[config.mk]
export PLATFORM = sky130hd
export DESIGN_NAME = websocket_frame_deframer_unit
export DESIGN_NICKNAME = d
export VERILOG_FILES = /design/src/sv/wfd_pkg.sv /design/src/sv/wfd_in_stage.sv /design/src/sv/wfd_parser.sv /design/src/sv/wfd_out_stage.sv /design/src/sv/websocket_frame_deframer_unit.sv
export SDC_FILE = /design/constraint.sdc
export NUM_CORES = 1
export LEC_CHECK = 0
export ABC_AREA = 1
export BUFFER_PORTS_ARGS = -buffer_cell sky130_fd_sc_hd__buf_4
export CAP_MARGIN = 20
export CORE_MARGIN = 2
export CORE_UTILIZATION = 50
export CTS_BUF_LIST = sky130_fd_sc_hd__clkbuf_2 sky130_fd_sc_hd__clkbuf_4 sky130_fd_sc_hd__clkbuf_8
export CTS_CLUSTER_DIAMETER = 40
export DETAILED_ROUTE_END_ITERATION = 12
export GPL_TIMING_DRIVEN = 0
export PLACE_DENSITY_LB_ADDON = 0.2
export SLEW_MARGIN = 25
export SYNTH_ARGS = -nofsm -noshare
export SYNTH_HDL_FRONTEND = slang
export SYNTH_HIERARCHICAL = 1
export SYNTH_SLANG_ARGS = --single-unit
[constraint.sdc]
create_clock -name clk -period 5.9 [get_ports clk]
set_clock_uncertainty 0.1 [all_clocks]
set_input_delay 0.59 -clock clk [delete_from_list [all_inputs] [get_ports clk]]
set_output_delay 0.59 -clock clk [all_outputs]
set_load 0.02 [all_outputs]
[src/sv/wfd_pkg.sv]
// Shared constants, codes and types for the WebSocket frame deframer.
package wfd_pkg;

	localparam int LENGTH_BITS = 64;

	localparam logic [2:0] PH_HDR0    = 3'd0;
	localparam logic [2:0] PH_HDR1    = 3'd1;
	localparam logic [2:0] PH_EXTLEN  = 3'd2;
	localparam logic [2:0] PH_MASK    = 3'd3;
	localparam logic [2:0] PH_PAYLOAD = 3'd4;

	localparam logic [1:0] KIND_TEXT       = 2'd0;
	localparam logic [1:0] KIND_CLOSE      = 2'd1;
	localparam logic [1:0] KIND_OTHER      = 2'd2;
	localparam logic [1:0] KIND_EMPTY_TEXT = 2'd3;

	localparam logic [3:0] OP_TEXT  = 4'h1;
	localparam logic [3:0] OP_CLOSE = 4'h8;

	localparam logic [6:0] LEN_CODE_16 = 7'd126;
	localparam logic [6:0] LEN_CODE_64 = 7'd127;

	localparam logic [3:0] EXT16_BYTES = 4'd2;
	localparam logic [3:0] EXT64_BYTES = 4'd8;
	localparam logic [3:0] KEY_BYTES   = 4'd4;

	typedef logic [LENGTH_BITS-1:0] len_t;

	typedef struct packed {
		logic [1:0] kind;
		logic [7:0] data_byte;
		logic       last;
	} res_t;

endpackage

[src/sv/wfd_in_stage.sv]
// Input register stage holding one received byte for the parser.
module wfd_in_stage (
	input  logic       clk,
	input  logic       arst_n,
	input  logic       s_tvalid,
	output logic       s_tready,
	input  logic [7:0] s_tdata,   // in_byte[7:0]
	input  logic       take,
	output logic       in_valid,
	output logic [7:0] in_byte
);
	import wfd_pkg::*;

	logic       valid_q;
	logic [7:0] byte_s1;

	assign s_tready = !valid_q || take;
	assign in_valid = valid_q;
	assign in_byte  = byte_s1;

	always_ff @(posedge clk or negedge arst_n) begin
		if (!arst_n) begin
			valid_q <= 1'b0;
		end else if (s_tvalid && s_tready) begin
			valid_q <= 1'b1;
		end else if (take) begin
			valid_q <= 1'b0;
		end
	end

	always_ff @(posedge clk) begin
		if (s_tvalid && s_tready) begin
			byte_s1 <= s_tdata;
		end
	end

endmodule

[src/sv/wfd_parser.sv]
// Frame parsing state and per-byte next-state and result logic.
module wfd_parser (
	input  logic         clk,
	input  logic         arst_n,
	input  logic         in_valid,
	input  logic [7:0]   in_byte,
	input  logic         out_free,
	output logic         take,
	output logic         res_valid,
	output wfd_pkg::res_t res
);
	import wfd_pkg::*;

	logic [2:0]  phase_q, phase_d;
	logic [3:0]  opcode_q, opcode_d;
	logic        mask_en_q, mask_en_d;
	logic [3:0]  bytes_left_q, bytes_left_d;
	len_t        remaining_q, remaining_d;
	logic [31:0] key_q, key_d;
	logic [1:0]  mask_idx_q, mask_idx_d;

	logic        hdr_done;
	logic        after_len;
	logic [3:0]  left_dec;
	logic [7:0]  key_byte;
	logic [1:0]  end_kind;
	len_t        rem_dec;

	assign left_dec = bytes_left_q - 4'd1;
	assign rem_dec  = remaining_q - len_t'(1);

	always_comb begin
		unique case (mask_idx_q)
			2'd0: key_byte = key_q[31:24];
			2'd1: key_byte = key_q[23:16];
			2'd2: key_byte = key_q[15:8];
			default: key_byte = key_q[7:0];
		endcase
	end

	always_comb begin
		if (opcode_d == OP_CLOSE) begin
			end_kind = KIND_CLOSE;
		end else if (opcode_d == OP_TEXT) begin
			end_kind = KIND_EMPTY_TEXT;
		end else begin
			end_kind = KIND_OTHER;
		end
	end

	always_comb begin
		phase_d      = phase_q;
		opcode_d     = opcode_q;
		mask_en_d    = mask_en_q;
		bytes_left_d = bytes_left_q;
		remaining_d  = remaining_q;
		key_d        = key_q;
		mask_idx_d   = mask_idx_q;
		after_len    = 1'b0;
		hdr_done     = 1'b0;
		res_valid    = 1'b0;
		res          = '0;

		unique case (phase_q)
			PH_HDR1: begin
				mask_en_d = in_byte[7];
				if (in_byte[6:0] == LEN_CODE_16) begin
					remaining_d  = '0;
					bytes_left_d = EXT16_BYTES;
					phase_d      = PH_EXTLEN;
				end else if (in_byte[6:0] == LEN_CODE_64) begin
					remaining_d  = '0;
					bytes_left_d = EXT64_BYTES;
					phase_d      = PH_EXTLEN;
				end else begin
					remaining_d = len_t'(in_byte[6:0]);
					after_len   = 1'b1;
				end
			end
			PH_EXTLEN: begin
				if (remaining_q[LENGTH_BITS-1 -: 8] != 8'd0) begin
					remaining_d = '1;
				end else begin
					remaining_d = {remaining_q[LENGTH_BITS-9:0], in_byte};
				end
				bytes_left_d = left_dec;
				after_len    = (left_dec == 4'd0);
			end
			PH_MASK: begin
				key_d        = {key_q[23:0], in_byte};
				bytes_left_d = left_dec;
				hdr_done     = (left_dec == 4'd0);
			end
			PH_PAYLOAD: begin
				mask_idx_d  = mask_idx_q + 2'd1;
				remaining_d = rem_dec;
				if (rem_dec == '0) begin
					phase_d = PH_HDR0;
				end
				if (opcode_q == OP_TEXT) begin
					res_valid     = 1'b1;
					res.kind      = KIND_TEXT;
					res.data_byte = in_byte ^ key_byte;
					res.last      = (rem_dec == '0);
				end else if (rem_dec == '0) begin
					res_valid = 1'b1;
					res.kind  = (opcode_q == OP_CLOSE) ? KIND_CLOSE : KIND_OTHER;
					res.last  = 1'b1;
				end
			end
			default: begin
				opcode_d = in_byte[3:0];
				phase_d  = PH_HDR1;
			end
		endcase

		if (after_len) begin
			key_d = '0;
			if (mask_en_d) begin
				phase_d      = PH_MASK;
				bytes_left_d = KEY_BYTES;
			end else begin
				hdr_done = 1'b1;
			end
		end

		if (hdr_done) begin
			mask_idx_d = 2'd0;
			if (remaining_d != '0) begin
				phase_d = PH_PAYLOAD;
			end else begin
				phase_d   = PH_HDR0;
				res_valid = 1'b1;
				res.kind  = end_kind;
				res.last  = 1'b1;
			end
		end
	end

	assign take = in_valid && (!res_valid || out_free);

	always_ff @(posedge clk or negedge arst_n) begin
		if (!arst_n) begin
			phase_q      <= PH_HDR0;
			opcode_q     <= '0;
			mask_en_q    <= 1'b0;
			bytes_left_q <= '0;
			remaining_q  <= '0;
			key_q        <= '0;
			mask_idx_q   <= '0;
		end else if (take) begin
			phase_q      <= phase_d;
			opcode_q     <= opcode_d;
			mask_en_q    <= mask_en_d;
			bytes_left_q <= bytes_left_d;
			remaining_q  <= remaining_d;
			key_q        <= key_d;
			mask_idx_q   <= mask_idx_d;
		end
	end

endmodule

[src/sv/wfd_out_stage.sv]
// Result register driving the output stream.
module wfd_out_stage (
	input  logic          clk,
	input  logic          arst_n,
	input  logic          push,
	input  wfd_pkg::res_t res,
	output logic          out_free,
	output logic          m_tvalid,
	input  logic          m_tready,
	output logic [7:0]    m_tdata,   // data_byte[7:0]
	output logic [1:0]    m_tuser,   // kind[1:0]
	output logic          m_tlast
);
	import wfd_pkg::*;

	logic valid_q;
	res_t res_s2;

	assign out_free = !valid_q || m_tready;
	assign m_tvalid = valid_q;
	assign m_tdata  = res_s2.data_byte;
	assign m_tuser  = res_s2.kind;
	assign m_tlast  = res_s2.last;

	always_ff @(posedge clk or negedge arst_n) begin
		if (!arst_n) begin
			valid_q <= 1'b0;
		end else if (push) begin
			valid_q <= 1'b1;
		end else if (m_tready) begin
			valid_q <= 1'b0;
		end
	end

	always_ff @(posedge clk) begin
		if (push) begin
			res_s2 <= res;
		end
	end

endmodule

[src/sv/websocket_frame_deframer_unit.sv]
// Top level of the WebSocket frame deframer: input stage, parser, result stage.
//
//  Channel  Direction  Beat content
//  s_*      in         tdata = received byte
//  m_*      out        tdata = unmasked payload byte, tuser = kind, tlast = frame end
//
// Every byte is held in the input register; a byte that gives a result moves on to the result register,
// which offers it on m_*; one byte per cycle unless a result waits on a stalled output.
// The parse state advances once per byte as it leaves the input register.
// Reset returns the parser to the first header byte of a frame.
// A stalled output holds its beat; bytes that give no result still move on.
module websocket_frame_deframer_unit (
	input  logic       clk,
	input  logic       arst_n,
	input  logic       s_tvalid,
	output logic       s_tready,
	input  logic [7:0] s_tdata,   // in_byte[7:0]
	output logic       m_tvalid,
	input  logic       m_tready,
	output logic [7:0] m_tdata,   // data_byte[7:0]
	output logic [1:0] m_tuser,   // kind[1:0]
	output logic       m_tlast
);
	import wfd_pkg::*;

	logic       take;
	logic       in_valid;
	logic [7:0] in_byte;
	logic       out_free;
	logic       res_valid;
	res_t       res;

	wfd_in_stage u_in (
		.clk      (clk),
		.arst_n   (arst_n),
		.s_tvalid (s_tvalid),
		.s_tready (s_tready),
		.s_tdata  (s_tdata),
		.take     (take),
		.in_valid (in_valid),
		.in_byte  (in_byte)
	);

	wfd_parser u_parser (
		.clk       (clk),
		.arst_n    (arst_n),
		.in_valid  (in_valid),
		.in_byte   (in_byte),
		.out_free  (out_free),
		.take      (take),
		.res_valid (res_valid),
		.res       (res)
	);

	wfd_out_stage u_out (
		.clk      (clk),
		.arst_n   (arst_n),
		.push     (take && res_valid),
		.res      (res),
		.out_free (out_free),
		.m_tvalid (m_tvalid),
		.m_tready (m_tready),
		.m_tdata  (m_tdata),
		.m_tuser  (m_tuser),
		.m_tlast  (m_tlast)
	);

endmodule

==> flow_summary_export.csv <==
group,metric,value,unit
finish,final_cells,1980,
clocking,h-tree-depth,4,
placed_design,dp_slack,1020,ps
drt,antenna_left,0,
flow_run,cap_viol_max_count,0,
finish,area_growth,9.55,%
logic_synthesis,async_flop_share,0.855,
global_route,grt-busiest-layer,"met2",
logic_synthesis,synth_area_leaders,"dfrtp_1, nand2_1, nor2_1, edfxtp_1, inv_1",
logic_synthesis,synth_mux_area_frac,0,
logic_synthesis,synth_seq_cells,131,
sta,setup_tns,0,ps
clocking,path_clk_slew,90,ps
worst_setup_path,endpoint_kind,"output pin",
floorplan,fp.dieW,146,um
sta,setup_viol,0,
global_route,grt_max_degree,84,
global_route,grt_pass1_wl,56.7,mm
logic_synthesis,syn_nets,1677,
sta,hold_viol,0,
worst_setup_path,crit_fanout,11,
finish,mostFrequentLayoutCell,"nand2_1",
clocking,cts_buffers,17,
logic_synthesis,synth_compound_area_frac,0.0983,
clocking,postCtsSetupBuffers,0,
global_route,met3_usage,0.0628,
worst_setup_path,critPathKind,"reg -> out",
logic_synthesis,synthesis.area,10100,um^2
logic_synthesis,synthCells,1657,
sta,grt_setup_unrepaired,"no",
clocking,cts_root_buf,"clkbuf_8",
global_route,antenna_found_initial,0,
drt,drc_errors,0,
global_route,grt_pass1_vias,10098,
clocking,cts.sinks,131,
global_route,grtUsageMet2,0.546,
drt,drt_iter0_drc,1154,
clocking,cts.path.max_buffers,2,
floorplan,core-area,19700,um^2
sta,max_freq,185,MHz
global_route,gr-total-overflow,0,
finish,drive_above_1_share,0.0752,
hold_path,hold_class,"in -> reg",
sta,maxSlewHeadroom,0.490,
logic_synthesis,synthAdderAreaFrac,0.00993,
logic_synthesis,synth_top_family_by_area,"simple AND/OR/NAND/NOR gates",
placed_design,port_buffers,24,
finish,final_nets,1722,
drt,drt_wl_total,36.7,mm
drt,first_pass_iters,5,
logic_synthesis,synthFlopType,"dfrtp_1",
floorplan,die_y,146,um
worst_setup_path,critPathRequiredTime,5210,ps
pwr,ir_worst_vdd,0.000236,V
placed_design,place.gp.congestion,1.01,
logic_synthesis,yosys_warnings,6,
drt,drt-wirelength-per-cell,18.6,um
clocking,ctsHoldBuffers,1,
finish,layout_common_cells,"nand2_1, nor2_1, inv_1",
sta,worst_slew_pin_slew,765,ps
clocking,cts_resized,0,
pwr,leakagePower,5.32,nW
floorplan,die_area,21300,um^2
global_route,grtUsageMet1,0.461,
drt,via_count,11143,
drt,routed_via_density,5.63,
logic_synthesis,synth-simple-area-share,0.459,
floorplan,rows,51,
placed_design,hpwl,27.6,mm
floorplan,start_util,0.513,
sta,drv_slew,0,
clocking,clk_latency,470,ps
logic_synthesis,synth.top_cell.area_share,0.278,
global_route,grt_usage,0.344,
sta,finalWorstPathRequiredPeriod,5390,ps
logic_synthesis,yosysSeqAreaShare,0.334,
logic_synthesis,synth_top_area_cell,"dfrtp_1",
sta,final.setup.worst_slack,506,ps
logic_synthesis,synth_edf_count,19,
placed_design,dp_cells,1947,
pwr,power_density,557,nW/um^2
logic_synthesis,yosysUniqueCellTypes,42,
outcome,outcome,"completed",
finish,fin_util,0.562,
logic_synthesis,post_synth.cell_area_avg,6.09,um^2
sta,fin_crit_sh,0.914,
worst_setup_path,crit_arrival,4700,ps
worst_setup_path,crit_path_start_kind,"flop",
finish,n_antenna_cell,0,
placed_design,place_area,10600,um^2
floorplan,num_io_pins,25,
clocking,cts_tree,"done",
finish,final_area,11000,um^2
logic_synthesis,synth_xor_area_frac,0.00868,
==> area by class of cell <==
class                   count  area, um^2
fillers                  2065        8610
plain buffers              60         329
clock inverters            14         159
multi-input cells        1314        5810
inverters                 152         571
flip-flops and latches    131        3370
repair buffers             26         225
well taps                 265         332
clock buffers              18         248
==> per-layer routing <==
layer | wire length (um) | up-vias
met5 | 0 | -
met4 | 1530 | 0
met3 | 3330 | 98
met2 | 16700 | 574
met1 | 15100 | 5092
li1 | - | 5379
==> registers in the layout, indices dropped and copies added, names as in the netlist, 2 cells and up <==
| name | cells |
|---|---|
| u_parser/opcode_q | 4 |
| u_parser/key_q | 32 |
| u_in/in_byte | 8 |
| u_parser/bytes_left_q | 4 |
| u_out/m_tuser | 2 |
| u_out/m_tdata | 8 |
| u_parser/remaining_q | 64 |
| u_parser/mask_idx_q | 2 |
| u_parser/phase_q | 3 |
==> critical path: stages, from the launching register on <==
cell	delay, ps
dfrtp_1	470
inv_1	100
nand3_1	370
inv_2	340
buf_2	290
buf_1	610
nand2_1	130
nand2_1	80
nand2_1	100
nand3_1	120
nor2_1	80
nand3_1	160
nor2_1	70
nand2_2	110
nand3_2	110
nand2_4	190
nand2_4	100
inv_2	120
buf_2	340
inv_1	110
nand2_1	100
buf_4	140
==> cells by family (layout without fill, tap and decap cells) <==
family | after synthesis | count (layout)
and+or+nand+nor | 1110 | 1110
buffers and inverters | 212 | 270
AOI/OAI and AO/OA | 186 | 186
DFF | 131 | 131
xor gates and xnor gates | 10 | 10
adders and majority gates | 8 | 8
==> through the flow <==
step	hold slack (ps)	power, mW
after floorplan	194	4.11
after global placement	355	5.19
after detailed placement	359	5.23
after CTS	174	6.06
after global routing	170	6.65
final	197	6.15
==> power breakdown <==
part | switching [mW] | total, mW | leakage (nW) | internal, mW
clock | 0.451 | 0.819 | 0.210 | 0.367
combinational | 2.49 | 3.58 | 3.51 | 1.09
sequential | 0.505 | 1.76 | 1.60 | 1.25
==> path summary, 6_finish.rpt <==
kind	slack [ps]	from	depth (start not counted)	endpoint
max in group asynchronous	4510	arst_n	3	u_parser/remaining_q[54]$_DFFE_PN0P_
hold / removal	200	s_tdata[7]	1	u_in/in_byte[7]$_DFFE_PP_
min in group asynchronous	470	arst_n	2	u_parser/remaining_q[19]$_DFFE_PN0P_
setup reg to reg	910	u_parser/phase_q[0]$_DFFE_PN0P_	20	u_in/in_byte[2]$_DFFE_PP_
setup / recovery	510	u_parser/phase_q[0]$_DFFE_PN0P_	21	s_tready
hold reg to reg	380	u_parser/key_q[19]$_DFFE_PN0P_	2	u_parser/key_q[19]$_DFFE_PN0P_
==> cell usage after synthesis (19+ instances only) <==
cell	n
a21oi_1	49
buf_2	20
clkbuf_1	24
dfrtp_1	112
edfxtp_1	19
inv_1	146
nand2_1	635
nand3_1	109
nand4_1	49
nor2_1	258
o21ai_0	81
o21ai_1	33
(Power assumes the default switching activity.)
